**src/rtl/trap_pkg.sv**
```systemverilog
package trap_pkg;

  // default widths of the speed registers and of the move distance
  localparam int SPEED_BITS_DEF    = 16;
  localparam int DISTANCE_BITS_DEF = 32;

  // width of the signed step count returned per word
  localparam int RATE_BITS = 32;

  // configuration register map
  localparam int REG_IDX_BITS = 1;
  localparam logic [REG_IDX_BITS-1:0] REG_ACCEL       = 1'b0;
  localparam logic [REG_IDX_BITS-1:0] REG_SPEED_LIMIT = 1'b1;

  // profile phase
  typedef enum logic [1:0] {
    PH_IDLE,
    PH_UP,
    PH_CRUISE,
    PH_DOWN
  } phase_t;

  // planning sequencer
  typedef enum logic [3:0] {
    PL_IDLE,
    PL_HI,
    PL_Q,
    PL_SQ_MUL,
    PL_SQ_CHK,
    PL_MIN,
    PL_V,
    PL_REM,
    PL_CRUISE,
    PL_OFFS
  } plan_state_t;

  // planner status seen by the top level
  typedef struct packed {
    logic busy;
    logic done;
  } plan_stat_t;

endpackage

```
**src/rtl/trap_ifs.sv**
```systemverilog
interface trap_in_if #(
  parameter int DISTANCE_BITS = trap_pkg::DISTANCE_BITS_DEF
);
  logic                            valid;
  logic                            ready;
  logic                            func;
  logic signed [DISTANCE_BITS-1:0] distance;

  modport source (output valid, output func, output distance, input ready);
  modport sink (input valid, input func, input distance, output ready);
endinterface

interface trap_out_if;
  logic                                  valid;
  logic                                  ready;
  logic signed [trap_pkg::RATE_BITS-1:0] step_rate;
  logic                                  start_refused;
  logic                                  moving;

  modport source (output valid, output step_rate, output start_refused, output moving,
                  input ready);
  modport sink (input valid, input step_rate, input start_refused, input moving,
                output ready);
endinterface

```
**src/rtl/trapezoid_step_rate_profile_top.sv**
```systemverilog
// every word gets its result in the cycle after acceptance, held in an output register
// a tick, a refused start or a zero-distance start: one word per cycle while results drain
// a start with a distance holds the input off while the planner works out the move,
// with its divisions done one after another on the shared serial divider
// rst (synchronous, active high) clears the phase, the output valid flag and the config
// registers (acceleration 1, speed limit 0)
module trapezoid_step_rate_profile_top #(
  parameter int SPEED_BITS    = trap_pkg::SPEED_BITS_DEF,
  parameter int DISTANCE_BITS = trap_pkg::DISTANCE_BITS_DEF
) (
  input  logic                              clk,
  input  logic                              rst,
  input  logic                              wr_en,
  input  logic [trap_pkg::REG_IDX_BITS-1:0] wr_index,
  input  logic [SPEED_BITS-1:0]             wr_data,
  trap_in_if.sink                           req,
  trap_out_if.source                        rsp
);

  localparam int DW = (SPEED_BITS > DISTANCE_BITS) ? SPEED_BITS : DISTANCE_BITS;
  localparam int KW = DISTANCE_BITS / 2;
  localparam int RB = trap_pkg::RATE_BITS;

  // config registers
  logic [SPEED_BITS-1:0] accel_per_tick;
  logic [SPEED_BITS-1:0] speed_limit;
  logic [SPEED_BITS-1:0] accel_eff;

  // profile state
  trap_pkg::phase_t phase, phase_next;
  logic          direction_forward;
  logic [DW-1:0] tick_index, tick_next, tick_inc;
  logic [DW-1:0] cur_speed, spd;
  logic [DW-1:0] step_mag;

  // plan from the planner
  trap_pkg::plan_stat_t  pstat;
  logic [KW-1:0]         ramp_ticks;
  logic [DW-1:0]         cruise_ticks;
  logic [DW-1:0]         peak_speed;
  logic [DW-1:0]         ramp_top;
  logic [DW-1:0]         ramp_inc;
  logic [SPEED_BITS-1:0] ramp_offset;
  logic [KW-1:0]         extra_dec;

  // input side
  logic                     accept;
  logic                     neg;
  logic [DISTANCE_BITS-1:0] dist_u;
  logic [DISTANCE_BITS-1:0] mag_u;
  logic [DW-1:0]            mag;
  logic                     plan_start;

  // output register
  logic          rsp_valid;
  logic [RB-1:0] rsp_rate;
  logic          rsp_refused;
  logic          rsp_moving;
  logic [RB-1:0] mag_out;
  logic [RB-1:0] rate;

  // zero acceleration behaves as one
  assign accel_eff = (accel_per_tick == '0) ? SPEED_BITS'(1) : accel_per_tick;

  always_ff @(posedge clk) begin
    if (rst) begin
      accel_per_tick <= SPEED_BITS'(1);
      speed_limit    <= '0;
    end else if (wr_en) begin
      unique case (wr_index)
        trap_pkg::REG_ACCEL:       accel_per_tick <= wr_data;
        trap_pkg::REG_SPEED_LIMIT: speed_limit    <= wr_data;
        default: ;
      endcase
    end
  end

  // magnitude of the signed distance; the most negative value maps to 2^(n-1)
  assign dist_u = req.distance;
  assign neg    = dist_u[DISTANCE_BITS-1];
  assign mag_u  = neg ? (~dist_u + DISTANCE_BITS'(1)) : dist_u;
  assign mag    = DW'(mag_u);

  // take a word only when the planner is free and the output register can take a result
  assign req.ready = ~pstat.busy & (~rsp_valid | rsp.ready);
  assign accept    = req.valid & req.ready;
  assign plan_start = accept & req.func & (phase == trap_pkg::PH_IDLE) & (mag != '0);

  trap_plan #(
    .SPEED_BITS    (SPEED_BITS),
    .DISTANCE_BITS (DISTANCE_BITS)
  ) u_plan (
    .clk          (clk),
    .rst          (rst),
    .start        (plan_start),
    .mag          (mag),
    .accel        (accel_eff),
    .speed_limit  (speed_limit),
    .stat         (pstat),
    .ramp_ticks   (ramp_ticks),
    .cruise_ticks (cruise_ticks),
    .peak_speed   (peak_speed),
    .ramp_top     (ramp_top),
    .ramp_inc     (ramp_inc),
    .ramp_offset  (ramp_offset),
    .extra_dec    (extra_dec)
  );

  // one tick of the profile: a single add or subtract on the running speed
  always_comb begin
    phase_next = phase;
    tick_next  = tick_index;
    tick_inc   = tick_index + DW'(1);
    spd        = cur_speed;
    step_mag   = '0;
    unique case (phase)
      trap_pkg::PH_UP: begin
        // first ramp tick starts lowered by the common offset
        spd       = (tick_index == '0) ? (ramp_inc - DW'(ramp_offset))
                                       : (cur_speed + ramp_inc);
        // the first few ramp ticks give one step less
        step_mag  = spd - DW'(tick_index < DW'(extra_dec));
        tick_next = tick_inc;
        if (tick_inc == DW'(ramp_ticks)) begin
          phase_next = (cruise_ticks == '0) ? trap_pkg::PH_DOWN : trap_pkg::PH_CRUISE;
          tick_next  = '0;
        end
      end
      trap_pkg::PH_CRUISE: begin
        step_mag  = peak_speed;
        tick_next = tick_inc;
        if (tick_inc == cruise_ticks) begin
          phase_next = trap_pkg::PH_DOWN;
          tick_next  = '0;
        end
      end
      trap_pkg::PH_DOWN: begin
        spd       = (tick_index == '0) ? ramp_top : (cur_speed - ramp_inc);
        step_mag  = spd;
        tick_next = tick_inc;
        if (tick_inc == DW'(ramp_ticks)) begin
          phase_next = trap_pkg::PH_IDLE;
          tick_next  = '0;
        end
      end
      default: ;
    endcase
  end

  // apply direction at the full output width
  assign mag_out = RB'(step_mag);
  assign rate    = direction_forward ? mag_out : (RB'(0) - mag_out);

  always_ff @(posedge clk) begin
    if (rst) begin
      phase             <= trap_pkg::PH_IDLE;
      direction_forward <= 1'b0;
      tick_index        <= '0;
      cur_speed         <= '0;
    end else if (pstat.done) begin
      // plan ready: begin the ramp up
      phase      <= trap_pkg::PH_UP;
      tick_index <= '0;
      cur_speed  <= '0;
    end else if (accept) begin
      if (req.func) begin
        if (plan_start) begin
          direction_forward <= ~neg;
        end
      end else begin
        phase      <= phase_next;
        tick_index <= tick_next;
        cur_speed  <= spd;
      end
    end
  end

  // output register
  always_ff @(posedge clk) begin
    if (rst) begin
      rsp_valid <= 1'b0;
    end else if (accept) begin
      rsp_valid <= 1'b1;
    end else if (rsp.ready) begin
      rsp_valid <= 1'b0;
    end
  end

  always_ff @(posedge clk) begin
    if (accept) begin
      if (req.func) begin
        rsp_rate    <= '0;
        rsp_refused <= (phase != trap_pkg::PH_IDLE);
        // a refused start leaves the running move in place
        rsp_moving  <= (phase != trap_pkg::PH_IDLE) | (mag != '0);
      end else begin
        rsp_rate    <= rate;
        rsp_refused <= 1'b0;
        rsp_moving  <= (phase_next != trap_pkg::PH_IDLE);
      end
    end
  end

  assign rsp.valid         = rsp_valid;
  assign rsp.step_rate     = $signed(rsp_rate);
  assign rsp.start_refused = rsp_refused;
  assign rsp.moving        = rsp_moving;

endmodule

```
**src/rtl/trap_div.sv**
```systemverilog
module trap_div #(
  parameter int W = 32
) (
  input  logic         clk,
  input  logic         rst,
  input  logic         start,
  input  logic [W-1:0] dividend,
  input  logic [W-1:0] divisor,
  output logic         done,
  output logic [W-1:0] quot,
  output logic [W-1:0] rem
);

  localparam int CW = $clog2(W + 1);

  logic          busy;
  logic [CW-1:0] cnt;
  logic [W-1:0]  dvs;
  logic [W:0]    shifted;
  logic [W:0]    diff;
  logic          ge;

  // one restoring step per cycle
  always_comb begin
    shifted = {rem, quot[W-1]};
    diff    = shifted - {1'b0, dvs};
    ge      = ~diff[W];
  end

  always_ff @(posedge clk) begin
    if (rst) begin
      busy <= 1'b0;
      done <= 1'b0;
      cnt  <= '0;
    end else begin
      done <= 1'b0;
      if (start) begin
        busy <= 1'b1;
        cnt  <= CW'(W);
      end else if (busy) begin
        cnt <= cnt - CW'(1);
        if (cnt == CW'(1)) begin
          busy <= 1'b0;
          done <= 1'b1;
        end
      end
    end
  end

  always_ff @(posedge clk) begin
    if (start) begin
      quot <= dividend;
      rem  <= '0;
      dvs  <= divisor;
    end else if (busy) begin
      quot <= {quot[W-2:0], ge};
      rem  <= ge ? diff[W-1:0] : shifted[W-1:0];
    end
  end

endmodule

```
**src/rtl/trap_plan.sv**
```systemverilog
module trap_plan #(
  parameter int SPEED_BITS    = trap_pkg::SPEED_BITS_DEF,
  parameter int DISTANCE_BITS = trap_pkg::DISTANCE_BITS_DEF,
  localparam int DW = (SPEED_BITS > DISTANCE_BITS) ? SPEED_BITS : DISTANCE_BITS,
  localparam int KW = DISTANCE_BITS / 2
) (
  input  logic                 clk,
  input  logic                 rst,
  input  logic                 start,
  input  logic [DW-1:0]        mag,
  input  logic [SPEED_BITS-1:0] accel,
  input  logic [SPEED_BITS-1:0] speed_limit,
  output trap_pkg::plan_stat_t stat,
  output logic [KW-1:0]        ramp_ticks,
  output logic [DW-1:0]        cruise_ticks,
  output logic [DW-1:0]        peak_speed,
  output logic [DW-1:0]        ramp_top,
  output logic [DW-1:0]        ramp_inc,
  output logic [SPEED_BITS-1:0] ramp_offset,
  output logic [KW-1:0]        extra_dec
);

  localparam int BW = $clog2(KW);
  localparam int PW = DW + KW + 1;

  trap_pkg::plan_state_t state, state_next;

  logic [DW-1:0] mag_r;
  logic [DW-1:0] hi;
  logic [DW-1:0] q;
  logic [KW-1:0] k;
  logic [BW-1:0] bitn;
  logic [KW-1:0] cand;
  logic [KW-1:0] n1;
  logic [DW:0]   mag_sum;
  logic [DW-1:0] half;

  logic [DW-1:0] mul_a;
  logic [KW:0]   mul_b;
  logic [PW-1:0] prod;

  logic          div_start;
  logic [DW-1:0] div_a;
  logic [DW-1:0] div_b;
  logic          div_done;
  logic [DW-1:0] div_q;
  logic [DW-1:0] div_r;

  trap_div #(.W(DW)) u_div (
    .clk      (clk),
    .rst      (rst),
    .start    (div_start),
    .dividend (div_a),
    .divisor  (div_b),
    .done     (div_done),
    .quot     (div_q),
    .rem      (div_r)
  );

  assign cand    = k | (KW'(1) << bitn);
  assign n1      = (hi < DW'(k)) ? hi[KW-1:0] : k;
  assign mag_sum = {1'b0, mag_r} + (DW+1)'(1);
  assign half    = mag_sum[DW:1];

  // shared multiplier, product registered
  always_comb begin
    mul_a = '0;
    mul_b = '0;
    unique case (state)
      trap_pkg::PL_SQ_MUL: begin
        mul_a = DW'(cand);
        mul_b = {1'b0, cand} + (KW+1)'(1);
      end
      trap_pkg::PL_MIN: begin
        mul_a = DW'(accel);
        mul_b = {1'b0, n1};
      end
      trap_pkg::PL_V: begin
        mul_a = prod[DW-1:0];
        mul_b = {1'b0, ramp_ticks} + (KW+1)'(1);
      end
      default: ;
    endcase
  end

  always_ff @(posedge clk) begin
    prod <= mul_a * mul_b;
  end

  always_ff @(posedge clk) begin
    if (rst) begin
      state <= trap_pkg::PL_IDLE;
    end else begin
      state <= state_next;
    end
  end

  always_comb begin
    state_next = state;
    div_start  = 1'b0;
    div_a      = '0;
    div_b      = '0;
    stat.busy  = (state != trap_pkg::PL_IDLE);
    stat.done  = 1'b0;
    unique case (state)
      trap_pkg::PL_IDLE: begin
        if (start) begin
          div_start  = 1'b1;
          div_a      = DW'(speed_limit);
          div_b      = DW'(accel);
          state_next = trap_pkg::PL_HI;
        end
      end
      trap_pkg::PL_HI: begin
        if (div_done) begin
          div_start  = 1'b1;
          div_a      = mag_r;
          div_b      = DW'(accel);
          state_next = trap_pkg::PL_Q;
        end
      end
      trap_pkg::PL_Q: begin
        if (div_done) begin
          state_next = trap_pkg::PL_SQ_MUL;
        end
      end
      trap_pkg::PL_SQ_MUL: state_next = trap_pkg::PL_SQ_CHK;
      trap_pkg::PL_SQ_CHK: begin
        state_next = (bitn == '0) ? trap_pkg::PL_MIN : trap_pkg::PL_SQ_MUL;
      end
      trap_pkg::PL_MIN: begin
        if (n1 == '0) begin
          stat.done  = 1'b1;
          state_next = trap_pkg::PL_IDLE;
        end else begin
          state_next = trap_pkg::PL_V;
        end
      end
      trap_pkg::PL_V: state_next = trap_pkg::PL_REM;
      trap_pkg::PL_REM: begin
        div_start  = 1'b1;
        div_a      = mag_r - prod[DW-1:0];
        div_b      = peak_speed;
        state_next = trap_pkg::PL_CRUISE;
      end
      trap_pkg::PL_CRUISE: begin
        if (div_done) begin
          div_start  = 1'b1;
          div_a      = peak_speed - div_r;
          div_b      = DW'(ramp_ticks);
          state_next = trap_pkg::PL_OFFS;
        end
      end
      trap_pkg::PL_OFFS: begin
        if (div_done) begin
          stat.done  = 1'b1;
          state_next = trap_pkg::PL_IDLE;
        end
      end
      default: state_next = trap_pkg::PL_IDLE;
    endcase
  end

  always_ff @(posedge clk) begin
    unique case (state)
      trap_pkg::PL_IDLE: begin
        if (start) begin
          mag_r <= mag;
        end
      end
      trap_pkg::PL_HI: begin
        if (div_done) begin
          hi <= div_q;
        end
      end
      trap_pkg::PL_Q: begin
        if (div_done) begin
          q    <= div_q;
          k    <= '0;
          bitn <= BW'(KW - 1);
        end
      end
      trap_pkg::PL_SQ_CHK: begin
        // keep the bit if cand*(cand+1) still fits under distance/accel
        if (prod <= PW'(q)) begin
          k <= cand;
        end
        bitn <= bitn - BW'(1);
      end
      trap_pkg::PL_MIN: begin
        if (n1 == '0) begin
          // no full ramp step fits: split over two ticks
          ramp_ticks   <= KW'(1);
          extra_dec    <= KW'(mag_r[0]);
          ramp_inc     <= half;
          ramp_offset  <= '0;
          cruise_ticks <= '0;
          peak_speed   <= '0;
          ramp_top     <= half;
        end else begin
          ramp_ticks <= n1;
          ramp_inc   <= DW'(accel);
        end
      end
      trap_pkg::PL_V: begin
        peak_speed <= prod[DW-1:0];
        ramp_top   <= prod[DW-1:0];
      end
      trap_pkg::PL_CRUISE: begin
        if (div_done) begin
          cruise_ticks <= div_q + DW'(1);
        end
      end
      trap_pkg::PL_OFFS: begin
        if (div_done) begin
          ramp_offset <= div_q[SPEED_BITS-1:0];
          extra_dec   <= div_r[KW-1:0];
        end
      end
      default: ;
    endcase
  end

endmodule

```
**src/flat_wrapper.sv**
```systemverilog
// flat-port wrapper written by rule: the top's interface ports become plain ports
module trapezoid_step_rate_profile_top_flat 
#(
  parameter int SPEED_BITS    = trap_pkg::SPEED_BITS_DEF,
  parameter int DISTANCE_BITS = trap_pkg::DISTANCE_BITS_DEF
)
  (clk, rst, wr_en, wr_index, wr_data, req_valid, req_func, req_distance, req_ready, rsp_valid, rsp_step_rate, rsp_start_refused, rsp_moving, rsp_ready);
  trap_in_if #(.DISTANCE_BITS(DISTANCE_BITS)) req_i ();
  trap_out_if rsp_i ();
  input  logic clk;
  input  logic rst;
  input  logic wr_en;
  input  logic [trap_pkg::REG_IDX_BITS-1:0] wr_index;
  input  logic [SPEED_BITS-1:0] wr_data;
  input wire logic [$bits(req_i.valid)-1:0] req_valid;
  input wire logic [$bits(req_i.func)-1:0] req_func;
  input wire logic [$bits(req_i.distance)-1:0] req_distance;
  output wire logic [$bits(req_i.ready)-1:0] req_ready;
  output wire logic [$bits(rsp_i.valid)-1:0] rsp_valid;
  output wire logic [$bits(rsp_i.step_rate)-1:0] rsp_step_rate;
  output wire logic [$bits(rsp_i.start_refused)-1:0] rsp_start_refused;
  output wire logic [$bits(rsp_i.moving)-1:0] rsp_moving;
  input wire logic [$bits(rsp_i.ready)-1:0] rsp_ready;
  assign req_i.valid = req_valid;
  assign req_i.func = req_func;
  assign req_i.distance = req_distance;
  assign req_ready = req_i.ready;
  assign rsp_valid = rsp_i.valid;
  assign rsp_step_rate = rsp_i.step_rate;
  assign rsp_start_refused = rsp_i.start_refused;
  assign rsp_moving = rsp_i.moving;
  assign rsp_i.ready = rsp_ready;
  trapezoid_step_rate_profile_top #(.SPEED_BITS(SPEED_BITS), .DISTANCE_BITS(DISTANCE_BITS)) u_core (.clk(clk), .rst(rst), .wr_en(wr_en), .wr_index(wr_index), .wr_data(wr_data), .req(req_i), .rsp(rsp_i));
endmodule
```
**config.mk**
```make
export PLATFORM = sky130hd
export DESIGN_NAME = trapezoid_step_rate_profile_top_flat
export DESIGN_NICKNAME = d
export VERILOG_FILES = /design/src/rtl/trap_pkg.sv /design/src/rtl/trap_ifs.sv /design/src/rtl/trapezoid_step_rate_profile_top.sv /design/src/rtl/trap_div.sv /design/src/rtl/trap_plan.sv /design/src/flat_wrapper.sv
export SDC_FILE = /design/constraint.sdc
export NUM_CORES = 2
export LEC_CHECK = 0
export BUFFER_PORTS_ARGS = -buffer_cell sky130_fd_sc_hd__buf_2
export CAP_MARGIN = 20
export CORE_MARGIN = 5
export CORE_UTILIZATION = 42
export DETAILED_ROUTE_END_ITERATION = 12
export SETUP_SLACK_MARGIN = 0.5
export SLEW_MARGIN = 40
export SYNTH_ARGS = -nofsm -noshare
export SYNTH_HDL_FRONTEND = slang
export SYNTH_HIERARCHICAL = 1
export SYNTH_SLANG_ARGS = --single-unit
```
**constraint.sdc**
```tcl
create_clock -name clk -period 10.29 [get_ports clk]
set_clock_uncertainty 0.05 [all_clocks]
set_input_delay 0.5145 -clock clk [delete_from_list [all_inputs] [get_ports clk]]
set_output_delay 0.5145 -clock clk [all_outputs]
set_load 0.01 [all_outputs]
```
==> results_dict.tcl <==
set metrics [dict create \
    path_class "flop to flop" \
    fp-row-count 135 \
    worst-r2r-setup-slack_ns 0.93 \
    routabilityCongestion 1.04 \
    setup_violations 0 \
    io_buffer_count 90 \
    chipWidth_um 379 \
    synth_top_flop_cell "sky130_fd_sc_hd__edfxtp_1" \
    grt_antenna_before_repair 15 \
    final_antenna_net_count 0 \
    synth_enable_flop_cells 390 \
    h-tree-depth 3 \
    max_clk_rate_mhz 107 \
    clock_tree.root_cell "sky130_fd_sc_hd__clkbuf_16" \
    grt_first_pass_wirelength_mm 313 \
    synth_area_um2 57200 \
    async_reset_ff_share_pct 0 \
    timing.hold.worst.start "wr_data[3]" \
    synth_seq_area_share_pct 27.2 \
    detail_route.wl_per_cell_um 25.4 \
    area_enclosed_by_the_die_boundary_um2 144000 \
    timing.rr.end "u_core/u_plan/prod[45]" \
    post-route-util_pct 46.2 \
    status "finished, final reports clean" \
    cp_slowest_stage_delay_ns 0.59 \
    area.growth.synth_to_final_pct 9.41 \
    critical_path_required_ns 10.77 \
    cp_data_arrival_time_ns 9.84 \
    ctsHoldBuffers 0 \
    max_cap_viol_count 0 \
    ios 91 \
    start_util_pct 42.2 \
    setup.worst_path.end_class "flop" \
    die_h_um 379 \
    detailedPlacementHpwl_mm 170 \
    via_density_per_instance 5.89 \
    grt_max_degree 66 \
    grt_pass1_vias 47383 \
    ys_types 130 \
    relSlewSlack_pct 40.1 \
    clk-insertion-delay-late_ns 0.69 \
    globalRouteTotalUtil_pct 29.2 \
    clock_sink_count 583 \
    reg2regPathDepth 33 \
    worstPathMaxFanout 24 \
    average_cell_area_after_synthesis_um2 8.80 \
    mappedNetlistNets 7373 \
    p_per_area_nw_per_um2 126 \
    hold_path_class "input pin to flop" \
    syn_inst 6506 \
    worst_path_most_repeated_cell "sky130_fd_sc_hd__fa_1" \
    worst_ir_drop_vdd_uv 122 \
    fillers 13275 \
    final_net_count 7371 \
    clock_buffer_count_from_cts 76 \
    clockBufferDepth 3 \
    ys_seq_elements 583 \
    drtIter0Drc 5434 \
    core_um2 135000 \
    worstHoldEndpoint "u_core/accel_per_tick[3]" \
    setup_total_negative_slack_ns 0 \
    finalHoldViolCount 0 \
    cts_tree "yes" \
    worst_setup_path_start_kind "flop" \
    yosys_warning_count 6 \
    cts.clk_slew.worst_paths_ns 0.07 \
    final_layout_size_suffix_gt1_share_pct 8.49 \
    grt_remaining_overflow 0 \
    worst_pin_slew_ns 0.899 \
    reg2reg_from "u_core/u_plan/hi[18]" \
    min_period_over_period_pct 90.9 \
    cp_slowest_cell "sky130_fd_sc_hd__or4_1" \
    dr.pass1.iters 9 \
    drc 0 \
    slew_violations 0 \
    hold-path-cell-count 3 \
    post-route-min-period_ns 9.36 \
    dr_total_vias 49168 \
    grt_setup_unrepaired "no" \
    drt_wl_total_mm 212 \
    leakage_nw 26.8 \
]
-- per-stage QoR --
step                      total power, mW  setup WS [ns]  hold slack, ns  std cells  area (um^2)
after global routing                 8.21          0.495          0.0439       8345        62600
after detailed placement             5.07          0.378           0.420       8192        59700
after CTS                            7.90          0.544         0.00734       8330        62400
after floorplan                      4.38          0.789           0.386       6506        57200
final                                7.91          0.932          0.0431       8350        62600
after global placement               5.02          0.528           0.417       8182        59600
-- report_power, final --
group          leakage, nW  switching, mW  internal (mW)
clock network         1.27           1.15           1.67
registers             5.02          0.271           2.66
logic                 20.5           1.33          0.832
-- placed cells by master, fill, tap and decap left out, types with 117 or more instances in the layout --
cell and instances:
sky130_fd_sc_hd__nor2_1 606, sky130_fd_sc_hd__a21o_1 117, sky130_fd_sc_hd__dfxtp_1 191, sky130_fd_sc_hd__xnor2_1 220, sky130_fd_sc_hd__a21oi_1 388, sky130_fd_sc_hd__fa_1 454, sky130_fd_sc_hd__edfxtp_1 390, sky130_fd_sc_hd__ha_1 357
sky130_fd_sc_hd__o21ai_0 230, sky130_fd_sc_hd__xor2_1 180, sky130_fd_sc_hd__and2_1 122, sky130_fd_sc_hd__inv_1 852, sky130_fd_sc_hd__nand2_1 766
-- per-layer routing --
| layer | share of wire [%] | vias to the layer above | track usage [%] | wire length [um] |
|---|---|---|---|---|
| met5 | 0 | - | 0 | 0 |
| met3 | 8.0 | 445 | 4.74 | 16900 |
| li1 | - | 22121 | - | - |
| met2 | 44 | 2197 | 45.1 | 92900 |
| met1 | 42 | 24405 | 39.7 | 88800 |
| met4 | 6.1 | 0 | 14.4 | 13000 |
-- area by class of cell --
| type | count | area, um^2 | area share, % |
|---|---|---|---|
| Tap cell | 1781 | 2230 | 3.56 |
| Antenna cell | 5 | 12.5 | 0.0200 |
| Inverter | 855 | 3210 | 5.13 |
| Sequential cell | 583 | 15600 | 24.9 |
| Multi-Input combinational cell | 4773 | 37500 | 59.9 |
| Timing Repair Buffer | 215 | 1470 | 2.35 |
| Clock inverter | 35 | 541 | 0.863 |
| Clock buffer | 103 | 2090 | 3.33 |
-- repair_timing --
action / 4_1_cts / 5_1_grt
pin swaps: 0 / 6
gates resized for setup: 2 / 19
buffers inserted: 0 / 14
cloned: 0 / 1
setup endpoints to repair: 7 / 21
-- sequential cells by signal, summed over array words and instances, names as in the netlist, 6 cells and up --
register and flops:
u_core/u_plan/ramp_inc 32, u_core/rsp.step_rate 32, u_core/u_plan/u_div/rem 32, u_core/u_plan/q 32
u_core/accel_per_tick 16, u_core/u_plan/u_div/dvs 32, u_core/u_plan/extra_dec 16, u_core/u_plan/cruise_ticks 32
u_core/u_plan/ramp_offset 16, u_core/u_plan/peak_speed 32, u_core/cur_speed 32, u_core/u_plan/k 16
u_core/u_plan/prod 49, u_core/tick_index 32, u_core/u_plan/u_div/cnt 6, u_core/u_plan/hi 32
u_core/u_plan/mag_r 32, u_core/u_plan/u_div/quot 32, u_core/u_plan/ramp_ticks 16, u_core/speed_limit 16
u_core/u_plan/ramp_top 32
-- critical path, delay by kind of cell, from the launching register on --
| family | cells | cell delay, ns |
|---|---|---|
| mux | 1 | 0.27 |
| buf+inv | 9 | 1.22 |
| xor+xnor | 1 | 0.14 |
| compound gates | 9 | 2.41 |
| flops | 1 | 0.35 |
| simple gates | 6 | 1.26 |
| fa+ha+maj | 7 | 3.49 |
-- kinds of logic (layout without fill, tap and decap cells) --
| kind of cell | after synthesis | in the layout | share of synthesized area, % |
|---|---|---|---|
| AO/OA/AOI/OAI | 1294 | 1294 | 15.5 |
| XOR/XNOR | 403 | 403 | 6.26 |
| adder cells (fa/ha/maj) | 812 | 812 | 23.7 |
| buffers and inverters | 1151 | 1208 | 7.79 |
| flip-flops | 583 | 583 | 27.2 |
| multiplexers | 99 | 99 | 1.82 |
| other | 0 | 5 | 0 |
| AND/OR/NAND/NOR | 2164 | 2165 | 17.7 |
-- how the worst max path moves through the flow --
stage                                       from                endpoint  slack, ns
after CTS                   u_core/u_plan/hi[18]  u_core/u_plan/prod[47]       0.54
after detailed placement    u_core/u_plan/hi[18]  u_core/u_plan/prod[47]       0.38
after floorplan           u_core/u_plan/state[3]  u_core/u_plan/prod[45]       0.79
after global routing      u_core/u_plan/state[1]  u_core/u_plan/prod[45]       0.49
final                       u_core/u_plan/hi[18]  u_core/u_plan/prod[45]       0.93
after global placement      u_core/u_plan/hi[18]  u_core/u_plan/prod[48]       0.53
-- synth_stat cells (all sizes together) (13+ instances only) --
library cell,n,share of area [%]
a21oi,403,3.6
mux2i,62,1.1
nand2b,69,0.75
o21ai,255,2.3
ha,358,7.8
a222oi,30,0.52
nand2,769,5.0
nor2b,33,0.37
a21boi,18,0.24
a22oi,20,0.30
edfxtp,390,20
nand3b,14,0.19
a211o,27,0.41
nor4,73,0.89
a21o,118,1.5
a211oi,57,0.80
o221ai,13,0.23
o21a,29,0.39
a221oi,19,0.35
or3,47,0.53
nand4,62,0.73
buf,77,0.75
dfxtp,193,6.8
o31ai,28,0.38
mux2,37,0.73
fa,454,16
o211ai,32,0.45
and4,29,0.45
o22ai,15,0.19
or2,35,0.39
a31oi,54,0.63
clkbuf,219,1.4
xor2,180,2.8
a311oi,37,0.78
xnor2,222,3.5
nor2,612,4.0
nand3,106,0.93
inv,854,5.6
nor3,83,0.74
o21bai,20,0.26
or4,13,0.17
and3,73,0.81
and2,126,1.4
Power figures use the tool's default switching activity.
